File: src/rtl/shad_pkg.sv
// Package for the STUN header and attribute deframer.
// Holds the size limit, phase, kind and status codes, and the channel payload types.
// No dependencies.
`timescale 1ns / 1ps

package shad_pkg;

    localparam int MAX_PACKET_BYTES = 4096;
    localparam int CNT_W            = $clog2(MAX_PACKET_BYTES + 1);

    localparam logic [31:0] STUN_COOKIE = 32'h2112_A442;

    // parser phases
    localparam logic [2:0] PH_HEADER  = 3'd0;
    localparam logic [2:0] PH_TYPE_HI = 3'd1;
    localparam logic [2:0] PH_TYPE_LO = 3'd2;
    localparam logic [2:0] PH_LEN_HI  = 3'd3;
    localparam logic [2:0] PH_LEN_LO  = 3'd4;
    localparam logic [2:0] PH_VALUE   = 3'd5;
    localparam logic [2:0] PH_PAD     = 3'd6;

    // result kinds
    localparam logic [1:0] KIND_HEADER = 2'd0;
    localparam logic [1:0] KIND_ATTR   = 2'd1;
    localparam logic [1:0] KIND_VALUE  = 2'd2;
    localparam logic [1:0] KIND_STATUS = 2'd3;

    // packet status codes
    localparam logic [2:0] ST_OK       = 3'd0;
    localparam logic [2:0] ST_TOP_BITS = 3'd1;
    localparam logic [2:0] ST_LENGTH   = 3'd2;
    localparam logic [2:0] ST_COOKIE   = 3'd3;
    localparam logic [2:0] ST_TRUNC    = 3'd4;
    localparam logic [2:0] ST_OVERSIZE = 3'd5;

    typedef struct packed {
        logic [7:0] byte_in;
        logic       last_byte;
    } t_item;

    typedef struct packed {
        logic [1:0]  kind;
        logic [11:0] msg_method;
        logic [1:0]  msg_class;
        logic [15:0] msg_length;
        logic [31:0] txid_upper;
        logic [63:0] txid_lower;
        logic [15:0] attr_kind;
        logic [15:0] attr_len;
        logic [11:0] value_offset;
        logic [7:0]  value_byte;
        logic [2:0]  status;
        logic        last_of_run;
    } t_result;

endpackage

File: src/rtl/shad_if.sv
// Valid/ready channel interfaces for the STUN deframer: byte input and result output.
// Depends on shad_pkg for the payload types.
`timescale 1ns / 1ps

interface shad_in_if import shad_pkg::*; ();
    logic  valid;
    logic  ready;
    t_item data;

    modport source (output valid, output data, input ready);
    modport sink   (input valid, input data, output ready);
endinterface

interface shad_out_if import shad_pkg::*; ();
    logic    valid;
    logic    ready;
    t_result data;

    modport source (output valid, output data, input ready);
    modport sink   (input valid, input data, output ready);
endinterface

File: src/rtl/stun_header_attribute_deframer.sv
// STUN header and attribute deframer, top level.
// Depends on shad_pkg and the channel interfaces in shad_if.sv.
`timescale 1ns / 1ps

// Takes one packet byte per transfer, with last_byte on the final byte, checks the
// 20-byte header (top bits, length multiple of 4, magic cookie), emits a header
// result, then one start result per attribute and one result per value byte, and
// closes each packet with a status result flagged last_of_run. Padding is skipped;
// after an error the rest of the packet is dropped. One byte is taken every cycle
// while the holding slot is empty and the output register is free or being read,
// and its results leave from the output register. A byte that yields two results
// (a final byte that also completes the header, an attribute start or a value)
// parks the status in a holding register, and input pauses while it drains.
// Throughput is set by the single output register plus one holding slot.
module stun_header_attribute_deframer
    import shad_pkg::*;
(
    input  logic       i_clk,
    input  logic       i_rst_n,
    shad_in_if.sink    i_in,
    shad_out_if.source o_out
);

    // parser state
    logic [CNT_W-1:0] r_count, n_count;
    logic [2:0]       r_phase, n_phase;
    logic             r_error, n_error;
    logic [11:0]      r_method, n_method;
    logic [1:0]       r_class, n_class;
    logic [15:0]      r_length, n_length;
    logic [31:0]      r_cookie, n_cookie;
    logic [31:0]      r_txid_hi, n_txid_hi;
    logic [63:0]      r_txid_lo, n_txid_lo;
    logic [15:0]      r_attr_type, n_attr_type;
    logic [15:0]      r_remaining, n_remaining;
    logic [1:0]       r_pad_left, n_pad_left;

    // output register and holding slot
    t_result r_out, r_pend;
    logic    r_out_valid, r_pend_valid;

    t_result    res0, res1;
    logic       v0, v1;
    logic [2:0] err;
    logic [CNT_W:0] pos_inc;
    logic [15:0] len_word;
    logic [7:0]  b;
    logic        last;
    logic        in_fire, out_fire;

    assign b        = i_in.data.byte_in;
    assign last     = i_in.data.last_byte;
    assign pos_inc  = {1'b0, r_count} + 1'b1;
    assign len_word = {r_remaining[15:8], b};

    assign i_in.ready  = !r_pend_valid && (!r_out_valid || o_out.ready);
    assign in_fire     = i_in.valid && i_in.ready;
    assign o_out.valid = r_out_valid;
    assign o_out.data  = r_out;
    assign out_fire    = r_out_valid && o_out.ready;

    always_comb begin
        n_count     = r_count;
        n_phase     = r_phase;
        n_error     = r_error;
        n_method    = r_method;
        n_class     = r_class;
        n_length    = r_length;
        n_cookie    = r_cookie;
        n_txid_hi   = r_txid_hi;
        n_txid_lo   = r_txid_lo;
        n_attr_type = r_attr_type;
        n_remaining = r_remaining;
        n_pad_left  = r_pad_left;
        res0        = '0;
        res1        = '0;
        v0          = 1'b0;
        v1          = 1'b0;
        err         = ST_OK;

        if (r_error) begin
            // drop the rest of a failed packet
            if (last) begin
                n_count     = '0;
                n_phase     = PH_HEADER;
                n_remaining = '0;
                n_pad_left  = '0;
                n_error     = 1'b0;
            end
        end else if (r_count >= CNT_W'(MAX_PACKET_BYTES)) begin
            res0.kind        = KIND_STATUS;
            res0.status      = ST_OVERSIZE;
            res0.last_of_run = 1'b1;
            v0               = 1'b1;
            if (last) begin
                n_count     = '0;
                n_phase     = PH_HEADER;
                n_remaining = '0;
                n_pad_left  = '0;
                n_error     = 1'b0;
            end else begin
                n_error = 1'b1;
            end
        end else begin
            n_count = CNT_W'(pos_inc);
            unique case (r_phase)
                PH_HEADER: begin
                    if (r_count == CNT_W'(0)) begin
                        if (b[7:6] != 2'b00) begin
                            err = ST_TOP_BITS;
                        end else begin
                            n_method = {b[5:1], 7'd0};
                            n_class  = {b[0], 1'b0};
                        end
                    end else if (r_count == CNT_W'(1)) begin
                        n_method = {r_method[11:7], b[7:5], b[3:0]};
                        n_class  = {r_class[1], b[4]};
                    end else if (r_count < CNT_W'(4)) begin
                        n_length = {r_length[7:0], b};
                        if (r_count == CNT_W'(3) && b[1:0] != 2'b00) begin
                            err = ST_LENGTH;
                        end
                    end else if (r_count < CNT_W'(8)) begin
                        n_cookie = {r_cookie[23:0], b};
                        if (r_count == CNT_W'(7) && {r_cookie[23:0], b} != STUN_COOKIE) begin
                            err = ST_COOKIE;
                        end
                    end else if (r_count < CNT_W'(12)) begin
                        n_txid_hi = {r_txid_hi[23:0], b};
                    end else begin
                        n_txid_lo = {r_txid_lo[55:0], b};
                        if (r_count == CNT_W'(19)) begin
                            res0.kind       = KIND_HEADER;
                            res0.msg_method = r_method;
                            res0.msg_class  = r_class;
                            res0.msg_length = r_length;
                            res0.txid_upper = r_txid_hi;
                            res0.txid_lower = {r_txid_lo[55:0], b};
                            v0              = 1'b1;
                            n_phase         = PH_TYPE_HI;
                        end
                    end
                end
                PH_TYPE_LO: begin
                    n_attr_type = {r_attr_type[15:8], b};
                    n_phase     = PH_LEN_HI;
                end
                PH_LEN_HI: begin
                    n_remaining = {b, 8'd0};
                    n_phase     = PH_LEN_LO;
                end
                PH_LEN_LO: begin
                    n_remaining       = len_word;
                    res0.kind         = KIND_ATTR;
                    res0.attr_kind    = r_attr_type;
                    res0.attr_len     = len_word;
                    res0.value_offset = 12'(pos_inc);
                    v0                = 1'b1;
                    n_pad_left        = 2'(2'd0 - len_word[1:0]);
                    n_phase           = (len_word != 16'd0) ? PH_VALUE : PH_TYPE_HI;
                end
                PH_VALUE: begin
                    res0.kind       = KIND_VALUE;
                    res0.value_byte = b;
                    v0              = 1'b1;
                    n_remaining     = r_remaining - 16'd1;
                    if (r_remaining == 16'd1) begin
                        n_phase = (r_pad_left != 2'd0) ? PH_PAD : PH_TYPE_HI;
                    end
                end
                PH_PAD: begin
                    n_pad_left = r_pad_left - 2'd1;
                    if (r_pad_left == 2'd1) begin
                        n_phase = PH_TYPE_HI;
                    end
                end
                default: begin
                    n_attr_type = {b, 8'd0};
                    n_phase     = PH_TYPE_LO;
                end
            endcase

            if (err != ST_OK) begin
                res0             = '0;
                res0.kind        = KIND_STATUS;
                res0.status      = err;
                res0.last_of_run = 1'b1;
                v0               = 1'b1;
                if (last) begin
                    n_count     = '0;
                    n_phase     = PH_HEADER;
                    n_remaining = '0;
                    n_pad_left  = '0;
                    n_error     = 1'b0;
                end else begin
                    n_error = 1'b1;
                end
            end else if (last) begin
                // close the packet: ok only on an attribute boundary
                if (v0) begin
                    res1.kind        = KIND_STATUS;
                    res1.status      = (n_phase == PH_TYPE_HI) ? ST_OK : ST_TRUNC;
                    res1.last_of_run = 1'b1;
                    v1               = 1'b1;
                end else begin
                    res0.kind        = KIND_STATUS;
                    res0.status      = (n_phase == PH_TYPE_HI) ? ST_OK : ST_TRUNC;
                    res0.last_of_run = 1'b1;
                    v0               = 1'b1;
                end
                n_count     = '0;
                n_phase     = PH_HEADER;
                n_remaining = '0;
                n_pad_left  = '0;
                n_error     = 1'b0;
            end
        end
    end

    always_ff @(posedge i_clk) begin
        if (!i_rst_n) begin
            r_count      <= '0;
            r_phase      <= PH_HEADER;
            r_error      <= 1'b0;
            r_remaining  <= '0;
            r_pad_left   <= '0;
            r_out_valid  <= 1'b0;
            r_pend_valid <= 1'b0;
        end else begin
            if (in_fire) begin
                r_count      <= n_count;
                r_phase      <= n_phase;
                r_error      <= n_error;
                r_remaining  <= n_remaining;
                r_pad_left   <= n_pad_left;
                r_out_valid  <= v0;
                r_pend_valid <= v1;
            end else if (out_fire) begin
                // advance the held status into the output register
                r_out_valid  <= r_pend_valid;
                r_pend_valid <= 1'b0;
            end
        end
    end

    always_ff @(posedge i_clk) begin
        if (in_fire) begin
            r_method    <= n_method;
            r_class     <= n_class;
            r_length    <= n_length;
            r_cookie    <= n_cookie;
            r_txid_hi   <= n_txid_hi;
            r_txid_lo   <= n_txid_lo;
            r_attr_type <= n_attr_type;
            r_out       <= res0;
            r_pend      <= res1;
        end else if (out_fire) begin
            r_out <= r_pend;
        end
    end

endmodule

File: src/flat_wrapper.sv
// flat-port wrapper written by rule: the top's interface ports become plain ports
module stun_header_attribute_deframer_flat import shad_pkg::*;
  (i_clk, i_rst_n, i_in_valid, i_in_data, i_in_ready, o_out_valid, o_out_data, o_out_ready);
  shad_in_if i_in_i ();
  shad_out_if o_out_i ();
  input  logic i_clk;
  input  logic i_rst_n;
  input wire logic [$bits(i_in_i.valid)-1:0] i_in_valid;
  input wire logic [$bits(i_in_i.data)-1:0] i_in_data;
  output wire logic [$bits(i_in_i.ready)-1:0] i_in_ready;
  output wire logic [$bits(o_out_i.valid)-1:0] o_out_valid;
  output wire logic [$bits(o_out_i.data)-1:0] o_out_data;
  input wire logic [$bits(o_out_i.ready)-1:0] o_out_ready;
  assign i_in_i.valid = i_in_valid;
  assign i_in_i.data = i_in_data;
  assign i_in_ready = i_in_i.ready;
  assign o_out_valid = o_out_i.valid;
  assign o_out_data = o_out_i.data;
  assign o_out_i.ready = o_out_ready;
  stun_header_attribute_deframer u_core (.i_clk(i_clk), .i_rst_n(i_rst_n), .i_in(i_in_i), .o_out(o_out_i));
endmodule
File: config.mk
export PLATFORM = sky130hd
export DESIGN_NAME = stun_header_attribute_deframer_flat
export DESIGN_NICKNAME = d
export VERILOG_FILES = /design/src/rtl/shad_pkg.sv /design/src/rtl/shad_if.sv /design/src/rtl/stun_header_attribute_deframer.sv /design/src/flat_wrapper.sv
export SDC_FILE = /design/constraint.sdc
export NUM_CORES = 1
export LEC_CHECK = 0
export ABC_AREA = 1
export BUFFER_PORTS_ARGS = -buffer_cell sky130_fd_sc_hd__buf_2
export CORE_UTILIZATION = 57
export CTS_CLUSTER_SIZE = 8
export DETAILED_ROUTE_END_ITERATION = 6
export MAX_ROUTING_LAYER = met4
export PLACE_DENSITY = 0.79
export SYNTH_ARGS = -nofsm -noshare
export SYNTH_HDL_FRONTEND = slang
export SYNTH_SLANG_ARGS = --single-unit
File: constraint.sdc
create_clock -name i_clk -period 7.65 [get_ports i_clk]
set_input_delay 1.53 -clock i_clk [delete_from_list [all_inputs] [get_ports i_clk]]
set_output_delay 1.53 -clock i_clk [all_outputs]
set_load 0.01 [all_outputs]
==> run_summary.xml <==
<?xml version="1.0" encoding="UTF-8"?>
<metrics>
  <group name="synth">
    <metric name="ys_ff_latch" unit="">381</metric>
    <metric name="post_synth_mux_area_share" unit="">0</metric>
    <metric name="yosysWarnings" unit="">0</metric>
    <metric name="post_synth_and_or_nand_nor_area_fraction" unit="">0.137</metric>
    <metric name="synth_fa_ha_area_frac" unit="">0.00748</metric>
    <metric name="synth_area" unit="um2">15100</metric>
    <metric name="netlist_top_cells_area" unit="">edfxtp_1 (69%), nor2_1 (5.6%), inv_1 (5.4%), dfxtp_1 (4.9%), nand2_1 (3.0%)</metric>
    <metric name="synth_compound_area_frac" unit="">0.0428</metric>
    <metric name="synth-xor-area-share" unit="">0.00640</metric>
    <metric name="synth.net_count" unit="">1266</metric>
    <metric name="synth_enable_flop_cells" unit="">344</metric>
    <metric name="yosysTopAreaCellShare" unit="">0.686</metric>
    <metric name="sequential_area_share_after_synthesis" unit="">0.735</metric>
    <metric name="yosys.cell_types.count" unit="">49</metric>
    <metric name="ys_async_sr_fraction" unit="">0</metric>
    <metric name="post_synth_inst_count" unit="">1244</metric>
    <metric name="avgSynthCellArea" unit="um2">12.1</metric>
    <metric name="synthDominantAreaCellType" unit="">edfxtp_1</metric>
    <metric name="ys_flop_type" unit="">edfxtp_1</metric>
    <metric name="dominant_combinational_cell_family_by_area_after_synthesis" unit="">simple AND/OR/NAND/NOR gates</metric>
  </group>
  <group name="pwr">
    <metric name="design_power_total" unit="W">0.00502</metric>
    <metric name="max_vdd_drop" unit="V">0.000172</metric>
    <metric name="leakagePower" unit="nW">7.60</metric>
    <metric name="powerDensity" unit="nW/um2">282</metric>
  </group>
  <group name="sta">
    <metric name="grt_setup_unrepaired" unit="">no</metric>
    <metric name="hold_viol_final" unit="">0</metric>
    <metric name="final_sum_of_negative_setup_slack" unit="ns">0</metric>
    <metric name="timing.clock.skew" unit="ns">0.0242</metric>
    <metric name="finalCritPeriodShare" unit="">0.510</metric>
    <metric name="clock.fmax" unit="GHz">0.256</metric>
    <metric name="timing.final.ws_setup" unit="ns">3.75</metric>
    <metric name="max_slew.worst_pin.slew" unit="ns">1.02</metric>
    <metric name="final-setup-viol-count" unit="">0</metric>
    <metric name="timing.final.crit_period" unit="ns">3.90</metric>
    <metric name="max_slew_margin" unit="">0.322</metric>
    <metric name="timing_max_transition_violations_final" unit="">0</metric>
  </group>
  <group name="cts">
    <metric name="cts_resized" unit="">0</metric>
    <metric name="post-cts-setup-buffers" unit="">0</metric>
    <metric name="clock_insertion_delay_at_the_later_pin_of_the_skew_report" unit="ns">0.56</metric>
    <metric name="cts_made_buffers" unit="">53</metric>
    <metric name="h_tree_depth" unit="">2</metric>
    <metric name="cts_tree" unit="">done</metric>
    <metric name="clock_tree.root_cell" unit="">clkbuf_16</metric>
    <metric name="cts_buffer_depth" unit="">3</metric>
    <metric name="clkTransAtPathRegs" unit="ns">0.05</metric>
    <metric name="hold_buffers" unit="">0</metric>
    <metric name="cts.sink_count" unit="">381</metric>
  </group>
  <group name="drt">
    <metric name="remaining_drc_errors" unit="">0</metric>
    <metric name="dr_total_vias" unit="">9612</metric>
    <metric name="drt_wl_total" unit="um">31900</metric>
    <metric name="avgViaCountPerCell" unit="">5.26</metric>
    <metric name="detailedRoute.firstPassIterationCount" unit="">5</metric>
    <metric name="detail-route-antenna-nets" unit="">0</metric>
    <metric name="routedWlPerCell" unit="um">17.4</metric>
    <metric name="drt_first_iter_violations" unit="">876</metric>
  </group>
  <group name="floorplanning">
    <metric name="fp.dieH" unit="um">165</metric>
    <metric name="number_of_core_rows" unit="">59</metric>
    <metric name="ioPinCount" unit="">199</metric>
    <metric name="floorplan.core_area" unit="um2">26000</metric>
    <metric name="die-area" unit="um2">27100</metric>
    <metric name="dieWidth" unit="um">165</metric>
    <metric name="effective_utilization_at_floorplan" unit="">0.579</metric>
  </group>
  <group name="setup_path">
    <metric name="critical_path.n_buffers_inverters" unit="">3</metric>
    <metric name="worst_path_largest_cell_delay" unit="ns">0.77</metric>
    <metric name="data_required_time_at_the_worst_endpoint" unit="ns">7.82</metric>
    <metric name="arrival" unit="ns">4.07</metric>
    <metric name="critical_path_peak_fanout" unit="">68</metric>
    <metric name="worst_path_max_delay_cell" unit="">buf_4</metric>
    <metric name="endpoint_kind_of_the_worst_setup_timing_path" unit="">register</metric>
    <metric name="cp_cell_sequence" unit="">buf_2 &gt; o21ai_1 &gt; nor2_2 &gt; inv_1 &gt; nand2_4 &gt; buf_4</metric>
    <metric name="critical-path-top-delay-family" unit="">buffers and inverters</metric>
    <metric name="startpoint_to_endpoint_class_of_the_critical_path" unit="">input port to register</metric>
    <metric name="critPathLaunchType" unit="">input port</metric>
  </group>
  <group name="placed_design">
    <metric name="place_hpwl" unit="um">20000</metric>
    <metric name="place_ws" unit="ns">3.21</metric>
    <metric name="gp_congestion" unit="">0.877</metric>
    <metric name="port_buffers" unit="">198</metric>
  </group>
  <group name="global_route">
    <metric name="grt_usage" unit="">0.244</metric>
    <metric name="grt_start_max_net_pins" unit="">77</metric>
    <metric name="grt.met1_usage" unit="">0.315</metric>
    <metric name="globalRouteMet2Util" unit="">0.407</metric>
    <metric name="grt_remaining_overflow" unit="">0</metric>
    <metric name="grt_antenna_before_repair" unit="">0</metric>
    <metric name="grt_pass1_vias" unit="">9277</metric>
    <metric name="gr-max-usage-layer" unit="">met2</metric>
    <metric name="grt_pass1_wl" unit="um">48700</metric>
    <metric name="groute.layer.met3.usage" unit="">0.0362</metric>
  </group>
  <group name="worst_hold_path">
    <metric name="min_path_type" unit="">register to register</metric>
  </group>
  <group name="final_layout">
    <metric name="final_cell_mix" unit="">edfxtp_1 (344), nor2_1 (222), inv_1 (217)</metric>
    <metric name="mostFrequentLayoutCell" unit="">edfxtp_1</metric>
    <metric name="drive_gt1_frac" unit="">0.233</metric>
    <metric name="flow.area_growth_from_synthesis" unit="%">18.3</metric>
    <metric name="diodes" unit="">0</metric>
    <metric name="finalNetCount" unit="">1495</metric>
  </group>
  <group name="outcome">
    <metric name="run_status" unit="">completed</metric>
  </group>
  <group name="run">
    <metric name="max-cap-violations" unit="">0</metric>
  </group>
</metrics>
## per-layer routing
metal / vias to the layer above / part of all wire
met1: 4619 / 0.41
met4: 0 / 0.017
met2: 390 / 0.50
met3: 52 / 0.070
li1: 4551 / -
met5: - / 0
## layout make-up
| cell class | instances | area, um2 |
|---|---|---|
| Clock buffer | 71 | 1400 |
| Tap cell | 335 | 419 |
| Fill cell | 1813 | 8180 |
| Clock inverter | 2 | 40.0 |
| Multi-Input combinational cell | 598 | 2950 |
| Sequential cell | 381 | 11100 |
| Timing Repair Buffer | 206 | 1050 |
| Inverter | 233 | 877 |
## final timing paths
kind | startpoint | depth (start not counted) | end | slack [ns]
setup / recovery | o_out_ready | 6 | u_core.o_out.data[98] | 3.75
hold / removal | u_core.r_txid_lo[11] | 0 | u_core.r_txid_lo[19] | 0.44
setup reg to reg | u_core.o_out.valid | 6 | u_core.o_out.data[98] | 4.45
hold reg to reg | u_core.r_txid_lo[11] | 0 | u_core.r_txid_lo[19] | 0.44
## power by group
part	switching [W]	internal (W)
clock network	0.000804	0.00126
registers	0.0000695	0.00245
logic	0.000312	0.000122
total	0.00119	0.00383
## synth_stat cells (2+ instances only)
master    number
edfxtp_1     344
nor2_1       223
inv_1        217
nand2_1      120
a21oi_1       48
nor2_2        47
o21ai_0       39
dfxtp_1       37
nand3_1       34
buf_2         16
inv_2         12
ha_1           9
xor2_1         9
clkbuf_1       8
nor3_1         7
buf_6          6
nand2_2        6
nand4_1        6
nor2_4         6
o211ai_1       5
a211oi_1       4
nor4_1         4
clkinv_1       3
o21ai_1        3
o32ai_1        3
a31oi_1        2
o22ai_1        2
or2_2          2
xnor2_1        2
## worst register-to-register path: cells and delay by family (launching register included)
family	cells	cell delay, ns
flops	1	0.33
buf+inv	3	1.31
compound gates	1	0.07
simple gates	2	1.04
## flip-flops by register name, indices dropped and copies added, names as in the netlist, 13 cells and up
name and cells:
u_core.r_attr_type 16, u_core.r_remaining 16, u_core.r_count 13, u_core.o_out.data 184, u_core.r_txid_lo 56, u_core.r_txid_hi 32, u_core.r_cookie 24, u_core.r_length 16
## cell families (layout without fill, tap and decap cells)
kind of cell	count (synthesis)	after routing
and+or+nand+nor	464	464
DFF	381	381
buffers and inverters	265	512
AOI/OAI and AO/OA	114	114
xor gates and xnor gates	11	11
adders and majority gates	9	9
## through the flow
step | cell area (um2) | cells | hold slack (ns) | util
2_1_floorplan | 15100 | 1244 | 0.426 | -
3_3_place_gp | 16400 | 1753 | 0.428 | 0.630
3_5_place_dp | 16400 | 1753 | 0.432 | 0.630
4_1_cts | 17800 | 1826 | 0.437 | 0.685
5_1_grt | 17800 | 1826 | 0.456 | 0.685
6_report | 17800 | 1826 | 0.441 | 0.685
(Power assumes the default switching activity.)
